File: src/hw/rtl/bmp_hv_pkg.sv
// ----------------------------------------------------------------------------
// bmp_hv_pkg
// Shared types, field layout and status codes of the BMP header validator.
// ----------------------------------------------------------------------------
package bmp_hv_pkg;

  localparam int NumFields = 16;
  localparam int CfgAddrW  = 1;
  localparam int CfgDataW  = 16;

  localparam logic [5:0] LAST_POS = 6'd53;

  localparam logic [5:0] FIELD_FIRST [NumFields] = '{
    6'd0, 6'd2, 6'd6, 6'd8, 6'd10, 6'd14, 6'd18, 6'd22,
    6'd26, 6'd28, 6'd30, 6'd34, 6'd38, 6'd42, 6'd46, 6'd50
  };
  localparam logic [5:0] FIELD_LAST [NumFields] = '{
    6'd1, 6'd5, 6'd7, 6'd9, 6'd13, 6'd17, 6'd21, 6'd25,
    6'd27, 6'd29, 6'd33, 6'd37, 6'd41, 6'd45, 6'd49, 6'd53
  };

  // field index
  localparam logic [3:0] FLD_SIG     = 4'd0;
  localparam logic [3:0] FLD_FSIZE   = 4'd1;
  localparam logic [3:0] FLD_RES1    = 4'd2;
  localparam logic [3:0] FLD_RES2    = 4'd3;
  localparam logic [3:0] FLD_OFFSET  = 4'd4;
  localparam logic [3:0] FLD_HDRSIZE = 4'd5;
  localparam logic [3:0] FLD_WIDTH   = 4'd6;
  localparam logic [3:0] FLD_HEIGHT  = 4'd7;
  localparam logic [3:0] FLD_PLANES  = 4'd8;
  localparam logic [3:0] FLD_BITS    = 4'd9;
  localparam logic [3:0] FLD_COMPR   = 4'd10;
  localparam logic [3:0] FLD_IMGSIZE = 4'd11;
  localparam logic [3:0] FLD_XRES    = 4'd12;
  localparam logic [3:0] FLD_YRES    = 4'd13;
  localparam logic [3:0] FLD_COLOURS = 4'd14;
  localparam logic [3:0] FLD_IMPORT  = 4'd15;

  // status codes
  localparam logic [3:0] ST_OK        = 4'd0;
  localparam logic [3:0] ST_BAD_ID    = 4'd1;
  localparam logic [3:0] ST_RESERVED  = 4'd2;
  localparam logic [3:0] ST_OFFSET    = 4'd3;
  localparam logic [3:0] ST_HDR_SIZE  = 4'd4;
  localparam logic [3:0] ST_WIDTH     = 4'd5;
  localparam logic [3:0] ST_HEIGHT    = 4'd6;
  localparam logic [3:0] ST_PLANES    = 4'd7;
  localparam logic [3:0] ST_BITS      = 4'd8;
  localparam logic [3:0] ST_COMPR     = 4'd9;
  localparam logic [3:0] ST_IMGSIZE   = 4'd10;
  localparam logic [3:0] ST_XRES      = 4'd11;
  localparam logic [3:0] ST_YRES      = 4'd12;
  localparam logic [3:0] ST_COLOURS   = 4'd13;
  localparam logic [3:0] ST_IMPORTANT = 4'd14;
  localparam logic [3:0] ST_READ      = 4'd15;

  // configuration register addresses
  localparam logic [CfgAddrW-1:0] CFG_MAX_WIDTH  = 1'd0;
  localparam logic [CfgAddrW-1:0] CFG_MAX_HEIGHT = 1'd1;

  localparam logic [CfgDataW-1:0] MAX_DIM_RESET = 16'd4096;

  localparam logic [31:0] SIGNATURE = 32'h0000_4d42;
  localparam logic [31:0] OFFSET_V3 = 32'd54;
  localparam logic [31:0] OFFSET_V4 = 32'd122;
  localparam logic [31:0] OFFSET_V5 = 32'd138;
  localparam logic [31:0] HDR_V3    = 32'd40;
  localparam logic [31:0] HDR_V4    = 32'd108;
  localparam logic [31:0] HDR_V5    = 32'd124;
  localparam logic [31:0] BPP_24    = 32'd24;
  localparam logic [31:0] BPP_32    = 32'd32;

  typedef struct packed {
    logic [3:0] idx;
    logic [1:0] off;
    logic       is_first;
    logic       is_last;
  } field_loc_t;

  // completed field or end of file, passed from front to back
  typedef struct packed {
    logic        new_file;
    logic        eof;
    logic [3:0]  idx;
    logic [31:0] value;
  } fld_evt_t;

  function automatic field_loc_t locate_field(input logic [5:0] pos);
    field_loc_t loc;
    loc = '0;
    for (int i = 0; i < NumFields; i++) begin
      if (pos >= FIELD_FIRST[i]) begin
        loc.idx = 4'(i);
      end
    end
    loc.off      = 2'(pos - FIELD_FIRST[loc.idx]);
    loc.is_first = (pos == FIELD_FIRST[loc.idx]);
    loc.is_last  = (pos == FIELD_LAST[loc.idx]);
    return loc;
  endfunction

endpackage

File: src/hw/rtl/bmp_hv_if.sv
// ----------------------------------------------------------------------------
// bmp_hv_if
// Valid/ready channels of the BMP header validator.
// ----------------------------------------------------------------------------
interface bmp_hv_in_if;
  logic       valid;
  logic       ready;
  logic [7:0] data_byte;
  logic       start_of_file;
  logic       end_of_file;

  modport source (output valid, data_byte, start_of_file, end_of_file, input ready);
  modport sink   (input valid, data_byte, start_of_file, end_of_file, output ready);
endinterface

interface bmp_hv_res_if;
  logic        valid;
  logic        ready;
  logic [3:0]  status;
  logic [31:0] bad_value;
  logic [15:0] image_width;
  logic [15:0] image_height;
  logic        flipped;
  logic [5:0]  bits_per_pixel;
  logic [7:0]  data_offset;
  logic [31:0] file_size;

  modport source (output valid, status, bad_value, image_width, image_height, flipped,
                  bits_per_pixel, data_offset, file_size, input ready);
  modport sink   (input valid, status, bad_value, image_width, image_height, flipped,
                  bits_per_pixel, data_offset, file_size, output ready);
endinterface

interface bmp_hv_cfg_if;
  logic                              valid;
  logic                              ready;
  logic [bmp_hv_pkg::CfgAddrW-1:0]   addr;
  logic [bmp_hv_pkg::CfgDataW-1:0]   data;

  modport source (output valid, addr, data, input ready);
  modport sink   (input valid, addr, data, output ready);
endinterface

File: src/hw/rtl/bmp_hv_front.sv
// ----------------------------------------------------------------------------
// bmp_hv_front
// Byte intake: tracks the header position, assembles little-endian fields
// and pushes one event per completed field or end of file.
// ----------------------------------------------------------------------------
module bmp_hv_front (
  input  logic                 clk_i,
  input  logic                 rst_ni,
  bmp_hv_in_if.sink            in_i,
  input  logic                 q_ready_i,
  output logic                 q_valid_o,
  output bmp_hv_pkg::fld_evt_t q_data_o
);

  logic [5:0]             pos_q, pos_d;
  logic [31:0]            asm_q, asm_d;
  logic                   active_q, active_d;
  logic                   pend_new_q, pend_new_d;
  logic                   take;
  logic                   eff_active;
  logic [5:0]             eff_pos;
  logic                   eff_new;
  bmp_hv_pkg::field_loc_t loc;
  logic [31:0]            merged;

  assign in_i.ready = q_ready_i;
  assign take       = in_i.valid && in_i.ready;

  assign eff_active = in_i.start_of_file || active_q;
  assign eff_pos    = in_i.start_of_file ? 6'd0 : pos_q;
  assign eff_new    = in_i.start_of_file || pend_new_q;
  assign loc        = bmp_hv_pkg::locate_field(eff_pos);
  assign merged     = (loc.is_first ? 32'd0 : asm_q) |
                      (32'(in_i.data_byte) << {loc.off, 3'b000});

  always_comb begin
    pos_d      = pos_q;
    asm_d      = asm_q;
    active_d   = active_q;
    pend_new_d = pend_new_q;
    q_valid_o  = 1'b0;
    q_data_o   = '0;
    if (take && eff_active) begin
      active_d   = 1'b1;
      pend_new_d = eff_new;
      if (in_i.end_of_file) begin
        q_valid_o         = 1'b1;
        q_data_o.new_file = eff_new;
        q_data_o.eof      = 1'b1;
        active_d          = 1'b0;
        pend_new_d        = 1'b0;
      end else begin
        asm_d = merged;
        pos_d = eff_pos + 6'd1;
        if (loc.is_last) begin
          q_valid_o         = 1'b1;
          q_data_o.new_file = eff_new;
          q_data_o.idx      = loc.idx;
          q_data_o.value    = merged;
          pend_new_d        = 1'b0;
          if (eff_pos == bmp_hv_pkg::LAST_POS) begin
            active_d = 1'b0;
          end
        end
      end
    end
  end

  always_ff @(posedge clk_i or negedge rst_ni) begin
    if (!rst_ni) begin
      pos_q      <= '0;
      active_q   <= 1'b0;
      pend_new_q <= 1'b0;
    end else begin
      pos_q      <= pos_d;
      active_q   <= active_d;
      pend_new_q <= pend_new_d;
    end
  end

  always_ff @(posedge clk_i) begin
    asm_q <= asm_d;
  end

endmodule

File: src/hw/rtl/bmp_hv_queue.sv
// ----------------------------------------------------------------------------
// bmp_hv_queue
// Small FIFO of field events between intake and checker.
// ----------------------------------------------------------------------------
module bmp_hv_queue #(
  parameter int Depth = 2
) (
  input  logic                 clk_i,
  input  logic                 rst_ni,
  input  logic                 push_i,
  input  bmp_hv_pkg::fld_evt_t push_data_i,
  output logic                 push_ready_o,
  output logic                 pop_valid_o,
  output bmp_hv_pkg::fld_evt_t pop_data_o,
  input  logic                 pop_i
);

  localparam int PtrW = $clog2(Depth);
  localparam int CntW = $clog2(Depth + 1);
  localparam logic [PtrW-1:0] LastPtr = PtrW'(Depth - 1);
  localparam logic [CntW-1:0] Full    = CntW'(Depth);

  bmp_hv_pkg::fld_evt_t mem_q [Depth];
  logic [PtrW-1:0]      wptr_q, rptr_q;
  logic [CntW-1:0]      cnt_q;
  logic                 do_push, do_pop;

  assign push_ready_o = (cnt_q != Full);
  assign pop_valid_o  = (cnt_q != '0);
  assign pop_data_o   = mem_q[rptr_q];
  assign do_push      = push_i && push_ready_o;
  assign do_pop       = pop_i && pop_valid_o;

  always_ff @(posedge clk_i or negedge rst_ni) begin
    if (!rst_ni) begin
      wptr_q <= '0;
      rptr_q <= '0;
      cnt_q  <= '0;
    end else begin
      if (do_push) begin
        wptr_q <= (wptr_q == LastPtr) ? '0 : wptr_q + PtrW'(1);
      end
      if (do_pop) begin
        rptr_q <= (rptr_q == LastPtr) ? '0 : rptr_q + PtrW'(1);
      end
      if (do_push && !do_pop) begin
        cnt_q <= cnt_q + CntW'(1);
      end else if (do_pop && !do_push) begin
        cnt_q <= cnt_q - CntW'(1);
      end
    end
  end

  always_ff @(posedge clk_i) begin
    if (do_push) begin
      mem_q[wptr_q] <= push_data_i;
    end
  end

endmodule

File: src/hw/rtl/bmp_hv_back.sv
// ----------------------------------------------------------------------------
// bmp_hv_back
// Field checker: validates each completed field, keeps the geometry and
// drives the registered result.
// ----------------------------------------------------------------------------
module bmp_hv_back (
  input  logic                              clk_i,
  input  logic                              rst_ni,
  input  logic                              ev_valid_i,
  input  bmp_hv_pkg::fld_evt_t              ev_i,
  output logic                              ev_pop_o,
  input  logic [bmp_hv_pkg::CfgDataW-1:0]   max_width_i,
  input  logic [bmp_hv_pkg::CfgDataW-1:0]   max_height_i,
  bmp_hv_res_if.source                      res_o
);

  logic        out_valid_q, out_valid_d;
  logic        dead_q, dead_d;
  logic [3:0]  status_q, status_d;
  logic [31:0] bad_q, bad_d;
  logic [15:0] owidth_q, owidth_d, oheight_q, oheight_d;
  logic        oflip_q, oflip_d;
  logic [5:0]  obits_q, obits_d;
  logic [7:0]  ooff_q, ooff_d;
  logic [31:0] ofsize_q, ofsize_d;

  logic [31:0] k_fsize_q;
  logic [7:0]  k_off_q;
  logic [15:0] k_width_q, k_height_q;
  logic        k_flip_q;
  logic [5:0]  k_bits_q;

  logic [31:0] v;
  logic        neg;
  logic [31:0] mag;
  logic [3:0]  chk;
  logic        live;
  logic        pass;

  assign ev_pop_o = ev_valid_i && (!out_valid_q || res_o.ready);
  assign live     = ev_pop_o && (ev_i.new_file || !dead_q);
  assign v        = ev_i.value;
  assign neg      = v[31];
  assign mag      = neg ? (32'd0 - v) : v;
  assign pass     = live && !ev_i.eof && (chk == bmp_hv_pkg::ST_OK);

  always_comb begin
    chk = bmp_hv_pkg::ST_OK;
    unique case (ev_i.idx)
      bmp_hv_pkg::FLD_SIG:
        if (v != bmp_hv_pkg::SIGNATURE) chk = bmp_hv_pkg::ST_BAD_ID;
      bmp_hv_pkg::FLD_FSIZE: chk = bmp_hv_pkg::ST_OK;
      bmp_hv_pkg::FLD_RES1, bmp_hv_pkg::FLD_RES2:
        if (v != 32'd0) chk = bmp_hv_pkg::ST_RESERVED;
      bmp_hv_pkg::FLD_OFFSET:
        if (v != bmp_hv_pkg::OFFSET_V3 && v != bmp_hv_pkg::OFFSET_V4 &&
            v != bmp_hv_pkg::OFFSET_V5) chk = bmp_hv_pkg::ST_OFFSET;
      bmp_hv_pkg::FLD_HDRSIZE:
        if (v != bmp_hv_pkg::HDR_V3 && v != bmp_hv_pkg::HDR_V4 &&
            v != bmp_hv_pkg::HDR_V5) chk = bmp_hv_pkg::ST_HDR_SIZE;
      bmp_hv_pkg::FLD_WIDTH:
        if (v == 32'd0 || neg || v > {16'd0, max_width_i}) chk = bmp_hv_pkg::ST_WIDTH;
      bmp_hv_pkg::FLD_HEIGHT:
        if (mag == 32'd0 || mag > {16'd0, max_height_i}) chk = bmp_hv_pkg::ST_HEIGHT;
      bmp_hv_pkg::FLD_PLANES:
        if (v != 32'd1) chk = bmp_hv_pkg::ST_PLANES;
      bmp_hv_pkg::FLD_BITS:
        if (v != bmp_hv_pkg::BPP_24 && v != bmp_hv_pkg::BPP_32) chk = bmp_hv_pkg::ST_BITS;
      bmp_hv_pkg::FLD_COMPR:
        if (v != 32'd0) chk = bmp_hv_pkg::ST_COMPR;
      bmp_hv_pkg::FLD_IMGSIZE:
        if (neg) chk = bmp_hv_pkg::ST_IMGSIZE;
      bmp_hv_pkg::FLD_XRES:
        if (neg) chk = bmp_hv_pkg::ST_XRES;
      bmp_hv_pkg::FLD_YRES:
        if (neg) chk = bmp_hv_pkg::ST_YRES;
      bmp_hv_pkg::FLD_COLOURS:
        if (v != 32'd0) chk = bmp_hv_pkg::ST_COLOURS;
      bmp_hv_pkg::FLD_IMPORT:
        if (v != 32'd0) chk = bmp_hv_pkg::ST_IMPORTANT;
    endcase
  end

  always_comb begin
    out_valid_d = out_valid_q && !res_o.ready;
    dead_d      = ev_pop_o && ev_i.new_file ? 1'b0 : dead_q;
    status_d    = status_q;
    bad_d       = bad_q;
    owidth_d    = owidth_q;
    oheight_d   = oheight_q;
    oflip_d     = oflip_q;
    obits_d     = obits_q;
    ooff_d      = ooff_q;
    ofsize_d    = ofsize_q;
    if (live && (ev_i.eof || chk != bmp_hv_pkg::ST_OK ||
                 ev_i.idx == bmp_hv_pkg::FLD_IMPORT)) begin
      out_valid_d = 1'b1;
      dead_d      = 1'b1;
      status_d    = ev_i.eof ? bmp_hv_pkg::ST_READ : chk;
      bad_d       = (ev_i.eof || chk == bmp_hv_pkg::ST_OK) ? 32'd0 : v;
      owidth_d    = pass ? k_width_q  : 16'd0;
      oheight_d   = pass ? k_height_q : 16'd0;
      oflip_d     = pass ? k_flip_q   : 1'b0;
      obits_d     = pass ? k_bits_q   : 6'd0;
      ooff_d      = pass ? k_off_q    : 8'd0;
      ofsize_d    = pass ? k_fsize_q  : 32'd0;
    end
  end

  always_ff @(posedge clk_i or negedge rst_ni) begin
    if (!rst_ni) begin
      out_valid_q <= 1'b0;
      dead_q      <= 1'b1;
    end else begin
      out_valid_q <= out_valid_d;
      dead_q      <= dead_d;
    end
  end

  always_ff @(posedge clk_i) begin
    status_q  <= status_d;
    bad_q     <= bad_d;
    owidth_q  <= owidth_d;
    oheight_q <= oheight_d;
    oflip_q   <= oflip_d;
    obits_q   <= obits_d;
    ooff_q    <= ooff_d;
    ofsize_q  <= ofsize_d;
    if (pass) begin
      unique case (ev_i.idx)
        bmp_hv_pkg::FLD_FSIZE:  k_fsize_q <= v;
        bmp_hv_pkg::FLD_OFFSET: k_off_q   <= v[7:0];
        bmp_hv_pkg::FLD_WIDTH:  k_width_q <= v[15:0];
        bmp_hv_pkg::FLD_HEIGHT: begin
          k_height_q <= mag[15:0];
          k_flip_q   <= neg;
        end
        bmp_hv_pkg::FLD_BITS:   k_bits_q  <= v[5:0];
        default: ;
      endcase
    end
  end

  assign res_o.valid          = out_valid_q;
  assign res_o.status         = status_q;
  assign res_o.bad_value      = bad_q;
  assign res_o.image_width    = owidth_q;
  assign res_o.image_height   = oheight_q;
  assign res_o.flipped        = oflip_q;
  assign res_o.bits_per_pixel = obits_q;
  assign res_o.data_offset    = ooff_q;
  assign res_o.file_size      = ofsize_q;

endmodule

File: src/hw/rtl/bmp_header_validator.sv
// ----------------------------------------------------------------------------
// bmp_header_validator
// Parses and checks the 54-byte BMP file and info header, one byte a cycle.
//
//   channel  dir  payload                                        transaction
//   in_i     in   data_byte, start_of_file, end_of_file          valid & ready
//   cfg_i    in   addr (0 max_width, 1 max_height), data         valid & ready
//   res_o    out  status, bad_value, geometry, data_offset, size valid & ready
//
// One byte per cycle while in_i.ready is high. The byte that ends the parse
// pushes its field event into the queue; the checker pops it and loads the
// output register that drives the result. After reset both limits are 4096
// and the block ignores bytes until a start_of_file. A stalled result holds
// the output register and the checker stops popping; once the event queue
// (QueueDepth entries) fills, in_i.ready drops.
// ----------------------------------------------------------------------------
module bmp_header_validator #(
  parameter int QueueDepth = 2
) (
  input  logic          clk_i,
  input  logic          rst_ni,
  bmp_hv_cfg_if.sink    cfg_i,
  bmp_hv_in_if.sink     in_i,
  bmp_hv_res_if.source  res_o
);

  logic [bmp_hv_pkg::CfgDataW-1:0] max_width_q, max_height_q;
  logic                            push, push_ready, ev_valid, ev_pop;
  bmp_hv_pkg::fld_evt_t            push_data, ev;

  assign cfg_i.ready = 1'b1;

  always_ff @(posedge clk_i or negedge rst_ni) begin
    if (!rst_ni) begin
      max_width_q  <= bmp_hv_pkg::MAX_DIM_RESET;
      max_height_q <= bmp_hv_pkg::MAX_DIM_RESET;
    end else if (cfg_i.valid) begin
      unique case (cfg_i.addr)
        bmp_hv_pkg::CFG_MAX_WIDTH:  max_width_q  <= cfg_i.data;
        bmp_hv_pkg::CFG_MAX_HEIGHT: max_height_q <= cfg_i.data;
      endcase
    end
  end

  bmp_hv_front u_front (
    .clk_i     (clk_i),
    .rst_ni    (rst_ni),
    .in_i      (in_i),
    .q_ready_i (push_ready),
    .q_valid_o (push),
    .q_data_o  (push_data)
  );

  bmp_hv_queue #(
    .Depth (QueueDepth)
  ) u_queue (
    .clk_i        (clk_i),
    .rst_ni       (rst_ni),
    .push_i       (push),
    .push_data_i  (push_data),
    .push_ready_o (push_ready),
    .pop_valid_o  (ev_valid),
    .pop_data_o   (ev),
    .pop_i        (ev_pop)
  );

  bmp_hv_back u_back (
    .clk_i        (clk_i),
    .rst_ni       (rst_ni),
    .ev_valid_i   (ev_valid),
    .ev_i         (ev),
    .ev_pop_o     (ev_pop),
    .max_width_i  (max_width_q),
    .max_height_i (max_height_q),
    .res_o        (res_o)
  );

endmodule

File: src/flat_wrapper.sv
// flat-port wrapper written by rule: the top's interface ports become plain ports
module bmp_header_validator_flat 
#(
  parameter int QueueDepth = 2
)
  (clk_i, rst_ni, cfg_i_valid, cfg_i_addr, cfg_i_data, cfg_i_ready, in_i_valid, in_i_data_byte, in_i_start_of_file, in_i_end_of_file, in_i_ready, res_o_valid, res_o_status, res_o_bad_value, res_o_image_width, res_o_image_height, res_o_flipped, res_o_bits_per_pixel, res_o_data_offset, res_o_file_size, res_o_ready);
  bmp_hv_cfg_if cfg_i_i ();
  bmp_hv_in_if in_i_i ();
  bmp_hv_res_if res_o_i ();
  input  logic clk_i;
  input  logic rst_ni;
  input wire logic [$bits(cfg_i_i.valid)-1:0] cfg_i_valid;
  input wire logic [$bits(cfg_i_i.addr)-1:0] cfg_i_addr;
  input wire logic [$bits(cfg_i_i.data)-1:0] cfg_i_data;
  output wire logic [$bits(cfg_i_i.ready)-1:0] cfg_i_ready;
  input wire logic [$bits(in_i_i.valid)-1:0] in_i_valid;
  input wire logic [$bits(in_i_i.data_byte)-1:0] in_i_data_byte;
  input wire logic [$bits(in_i_i.start_of_file)-1:0] in_i_start_of_file;
  input wire logic [$bits(in_i_i.end_of_file)-1:0] in_i_end_of_file;
  output wire logic [$bits(in_i_i.ready)-1:0] in_i_ready;
  output wire logic [$bits(res_o_i.valid)-1:0] res_o_valid;
  output wire logic [$bits(res_o_i.status)-1:0] res_o_status;
  output wire logic [$bits(res_o_i.bad_value)-1:0] res_o_bad_value;
  output wire logic [$bits(res_o_i.image_width)-1:0] res_o_image_width;
  output wire logic [$bits(res_o_i.image_height)-1:0] res_o_image_height;
  output wire logic [$bits(res_o_i.flipped)-1:0] res_o_flipped;
  output wire logic [$bits(res_o_i.bits_per_pixel)-1:0] res_o_bits_per_pixel;
  output wire logic [$bits(res_o_i.data_offset)-1:0] res_o_data_offset;
  output wire logic [$bits(res_o_i.file_size)-1:0] res_o_file_size;
  input wire logic [$bits(res_o_i.ready)-1:0] res_o_ready;
  assign cfg_i_i.valid = cfg_i_valid;
  assign cfg_i_i.addr = cfg_i_addr;
  assign cfg_i_i.data = cfg_i_data;
  assign cfg_i_ready = cfg_i_i.ready;
  assign in_i_i.valid = in_i_valid;
  assign in_i_i.data_byte = in_i_data_byte;
  assign in_i_i.start_of_file = in_i_start_of_file;
  assign in_i_i.end_of_file = in_i_end_of_file;
  assign in_i_ready = in_i_i.ready;
  assign res_o_valid = res_o_i.valid;
  assign res_o_status = res_o_i.status;
  assign res_o_bad_value = res_o_i.bad_value;
  assign res_o_image_width = res_o_i.image_width;
  assign res_o_image_height = res_o_i.image_height;
  assign res_o_flipped = res_o_i.flipped;
  assign res_o_bits_per_pixel = res_o_i.bits_per_pixel;
  assign res_o_data_offset = res_o_i.data_offset;
  assign res_o_file_size = res_o_i.file_size;
  assign res_o_i.ready = res_o_ready;
  bmp_header_validator #(.QueueDepth(QueueDepth)) u_core (.clk_i(clk_i), .rst_ni(rst_ni), .cfg_i(cfg_i_i), .in_i(in_i_i), .res_o(res_o_i));
endmodule
File: config.mk
export PLATFORM = sky130hd
export DESIGN_NAME = bmp_header_validator_flat
export DESIGN_NICKNAME = d
export VERILOG_FILES = /design/src/hw/rtl/bmp_hv_pkg.sv /design/src/hw/rtl/bmp_hv_if.sv /design/src/hw/rtl/bmp_hv_front.sv /design/src/hw/rtl/bmp_hv_queue.sv /design/src/hw/rtl/bmp_hv_back.sv /design/src/hw/rtl/bmp_header_validator.sv /design/src/flat_wrapper.sv
export SDC_FILE = /design/constraint.sdc
export NUM_CORES = 1
export LEC_CHECK = 0
export ABC_AREA = 1
export BUFFER_PORTS_ARGS = -buffer_cell sky130_fd_sc_hd__clkbuf_2
export CAP_MARGIN = 20
export CORE_MARGIN = 3
export CORE_UTILIZATION = 50
export DETAILED_ROUTE_END_ITERATION = 10
export GPL_TIMING_DRIVEN = 0
export PLACE_DENSITY = 0.67
export RECOVER_POWER = 100
export SYNTH_ARGS = -nofsm -noshare
export SYNTH_HDL_FRONTEND = slang
export SYNTH_HIERARCHICAL = 1
export SYNTH_SLANG_ARGS = --single-unit
File: constraint.sdc
create_clock -name clk_i -period 5.83 [get_ports clk_i]
set_clock_uncertainty 0.15 [all_clocks]
set_input_delay 0.2915 -clock clk_i [delete_from_list [all_inputs] [get_ports clk_i]]
set_output_delay 0.2915 -clock clk_i [all_outputs]
set_load 0.02 [all_outputs]
==> impl_results.rst <==
.. list-table::
   :header-rows: 1

   * - Metric
     - Value
   * - Outcome
     - complete, but fails checks
   * - Failing checks
     - max-capacitance violations, max-slew violations
   * - Cell with the most instances on the worst path
     - nand2_1
   * - Required time worst endpoint
     - 5.88 ns
   * - Post-route non-filler standard cell count
     - 2390
   * - Number of antenna violations at the first check in global routing
     - 0
   * - Half-perimeter wire length after detailed placement
     - 30.0 mm
   * - Seq/Total Area, Yosys
     - 0.592
   * - Largest delay contributor family on the critical path
     - buffers and inverters
   * - Die Outline Area
     - ~0.037 mm^2
   * - Tot GR Track Use
     - 0.225
   * - Number of failing setup endpoints in the final timing report
     - 0
   * - Residual antenna-violating net count after detailed routing
     - 0
   * - Post-layout minimum cycle time
     - 5.45 ns
   * - Routed vias/inst
     - about 5
   * - Total placed instance area
     - roughly 0.019 mm^2
   * - Kind of critical path
     - flop to flop
   * - Max Slew Vio Count
     - 33
   * - Number of hold violations in the final report
     - 0
   * - Final RePlAce weighted congestion
     - 0.918
   * - Clock H-tree levels
     - 2
   * - Detailed-route wire length on metal 1
     - 17.8 mm
   * - Total number of nets in the final design
     - 1997
   * - Area growth from synthesis to layout
     - 12.9%
   * - Worst path max stage delay
     - 0.41 ns
   * - Crit path capture type
     - flop
   * - Area share of the leading cell type in the synthesized netlist
     - 0.525
   * - Arrival time worst endpoint
     - 5.51 ns
   * - Inst Count DP
     - around 2300
   * - Sink Count
     - 348
   * - Area of the core
     - 0.0338 mm^2
   * - Max Used Layer
     - met4
   * - Fraction of the core area covered by cells at the end of the flow
     - 0.577
   * - Top fanout value on the critical path
     - 16
   * - Number of remaining DRC errors
     - 0
   * - Number of buffer and inverter stages on the critical path
     - 9
   * - Least-Margin Pin Slew
     - 1.83 ns
   * - Setup crit start kind
     - flop
   * - Highest-delay cell along the critical path
     - dfrtp_1
   * - Max VDD drop
     - around 0.34 mV
   * - Fraction of layout cells with a size suffix above 1
     - 0.137
   * - Count of mapped cells out of synthesis
     - about 1700
   * - Post-Syn Area per Cell
     - 10.2 um^2
   * - Vertical die dimension
     - 192 um
   * - Register-to-register setup slack
     - roughly 0.38 ns
   * - Detailed Route Iter0 Violations
     - 960
   * - Total clock buffers created by CTS
     - 37
   * - First-pass GRT wire length
     - between 60 and 70 mm
   * - Power density over cell area
     - 544 mW/mm^2
   * - Relative slew margins
     - -0.217
   * - Path category of the worst min-delay check
     - input port to flop
   * - Fmax
     - 183 MHz
   * - Number of diodes added for antenna fixing
     - 0
   * - Starting Density
     - 0.511
   * - Total number of vias
     - 12100
   * - CTS Root Cell
     - clkbuf_16
   * - TritonCTS clock tree
     - done
   * - Clock-pin transition on the worst setup and hold timing paths
     - 0.06 ns
   * - Predominant post-synthesis flop cell
     - edfxtp_1
   * - Synthesized flop and latch total
     - 348
   * - Yosys synthesis warning count
     - 6
   * - Met3 Wirelength
     - 2.46 mm
   * - Top-Level Pins
     - 150
   * - Most numerous cell in the Yosys netlist
     - nand2_1
   * - Clk Latency, worst-skew pair
     - 0.52 ns
   * - WL final
     - 41.4 mm
   * - Final instance area
     - 0.0195 mm^2
   * - Maximum root-to-sink buffer count
     - 3
   * - Vias in the first global route
     - 11600
   * - Count of port buffers added during placement
     - 145
   * - Count of unique library cells instantiated by Yosys
     - 52
   * - Per-cell routed wire length
     - 17.3 um
   * - Number of rows created at floorplan
     - 67
   * - Leak
     - between 8 and 9 nW
   * - Number of search-and-repair iterations in the first detailed-routing pass
     - 7
   * - Reported max-cap violation count
     - 1
   * - GRT Residual Overflow
     - 0
   * - Largest net degree at the start of global routing
     - 75
   * - Total power
     - 10.6 mW
   * - Most numerous cell types in the synthesized netlist
     - nand2_1 (452), edfxtp_1 (302), inv_1 (211)
   * - Proportion of synthesized flip-flops having asynchronous set or reset
     - 0.132
   * - Leading post-synthesis cells by cell area
     - edfxtp_1 (53%), nand2_1 (9.8%), dfrtp_1 (6.2%)
   * - Die width
     - 192 um
   * - Syn_nets
     - 1778
   * - Met2 wire length
     - 20.0 mm
   * - Synthesized cell area
     - between 0.015 and 0.02 mm^2
   * - Number of synthesized flops with an enable pin
     - 302
   * - Post-route clock period utilization
     - 0.935
   * - Largest area contributor in the synthesized netlist
     - edfxtp_1
## cells in the final DEF, fill, tap and decap left out, types with 3 or more instances in the layout
cell type / count
dfrtp_1: 43
o21ai_2: 3
buf_12: 6
nand3_1: 137
clkinv_2: 8
o21ai_0: 32
dfstp_2: 3
buf_6: 10
inv_4: 4
nor2_2: 45
edfxtp_1: 302
nand2_2: 26
clkbuf_2: 37
nand2_4: 6
nand4_1: 13
clkbuf_1: 141
buf_2: 9
clkbuf_4: 3
nand2_1: 472
dlygate4sd3_1: 22
clkinv_1: 6
inv_1: 209
buf_4: 9
o21ai_1: 5
a21oi_2: 4
nor2_4: 25
inv_2: 12
nor2_1: 158
nor3_1: 9
a21oi_1: 54
xor2_1: 8
ha_1: 48
clkbuf_16: 38
## final timing paths
kind	startpoint	endpoint	depth (start not counted)
worst min register to register	u_core/max_width_q[3]$_DFFE_PN0P_	u_core/max_width_q[3]$_DFFE_PN0P_	2
worst min-delay path	res_o_ready	u_core/u_back/res_o.valid$_DFF_PN0_	4
worst max-delay path	u_core/u_queue/rptr_q$_DFFE_PN0P_	u_core/u_back/k_fsize_q[28]$_DFFE_PP_	27
max in group asynchronous	rst_ni	u_core/u_front/pend_new_q$_DFFE_PN0P_	3
min in group asynchronous	rst_ni	u_core/max_height_q[10]$_DFFE_PN0P_	2
worst max register to register	u_core/u_queue/rptr_q$_DFFE_PN0P_	u_core/u_back/k_fsize_q[28]$_DFFE_PP_	27
## state kept, by name, summed over array words and instances, names as in the netlist, 2 cells and up
| signal | cells |
|---|---|
| u_core/u_queue/mem_q | 76 |
| u_core/u_back/k_fsize_q | 32 |
| u_core/u_back/res_o.bad_value | 32 |
| u_core/u_back/res_o.file_size | 32 |
| u_core/u_front/asm_q | 32 |
| u_core/max_height_q | 16 |
| u_core/max_width_q | 16 |
| u_core/u_back/k_height_q | 16 |
| u_core/u_back/k_width_q | 16 |
| u_core/u_back/res_o.image_height | 16 |
| u_core/u_back/res_o.image_width | 16 |
| u_core/u_back/k_off_q | 8 |
| u_core/u_back/res_o.data_offset | 8 |
| u_core/u_back/k_bits_q | 6 |
| u_core/u_back/res_o.bits_per_pixel | 6 |
| u_core/u_front/pos_q | 6 |
| u_core/u_back/res_o.status | 4 |
| u_core/u_queue/cnt_q | 2 |
## kinds of logic after synthesis
kind of cell | after synthesis | share of synthesized area
buffers and inverters | 279 | 0.0752
flip-flops | 348 | 0.592
XOR/XNOR | 10 | 0.00507
other | 1 | 0.000217
AND/OR/NAND/NOR | 903 | 0.252
AO/OA/AOI/OAI | 109 | 0.0407
adder cells (fa/ha/maj) | 48 | 0.0348
## report_power, final
group	total (mW)	switching [mW]	internal, mW
Clock	2.20	0.908	1.29
Combinational	4.46	3.33	1.13
Sequential	3.94	0.212	3.73
Total	10.6	4.46	6.15
## layer usage
layer  global-route usage  up-vias
li1                     -     5970
met1                0.299     5638
met2                0.384      415
met3               0.0310       74
met4               0.0728        0
met5                    0        -
## through the flow
| step | setup TNS [ns] | hold slack (ns) | worst slack (ns) |
|---|---|---|---|
| 2_1_floorplan | -7.34 | -0.154 | -0.0965 |
| 3_3_place_gp | -462.85 | 0.301 | -2.33 |
| 3_5_place_dp | -51.42 | 0.204 | -0.576 |
| 4_1_cts | 0 | 0.0221 | 0.00346 |
| 5_1_grt | -0.0716 | 0.0323 | -0.00563 |
| 6_report | 0 | 0.0271 | 0.377 |
## worst register-to-register path: cells and delay by family (launching register included)
| family | cells | cell delay (ns) |
|---|---|---|
| compound gates | 4 | 0.62 |
| fa+ha+maj | 1 | 0.30 |
| buf+inv | 9 | 1.82 |
| flops | 1 | 0.41 |
| simple gates | 13 | 1.81 |
## repair_timing
action,CTS,global route
buffers inserted,5,2
pin swaps,4,3
endpoints found under the hold margin,56,0
hold buffers,22,0
endpoints found under the setup margin,201,302
gates cloned,1,0
resized for setup,6,26
## layout make-up
class | count | area [um^2]
tap | 448 | 561
buffer | 52 | 340
sequential | 348 | 10200
timing repair buffer | 179 | 940
multi-input combinational | 1072 | 5420
inverter | 227 | 873
clock inverter | 18 | 145
clock buffer | 46 | 991
fill | 2954 | 14300
Note: power is estimated with default switching activity, not from simulation.
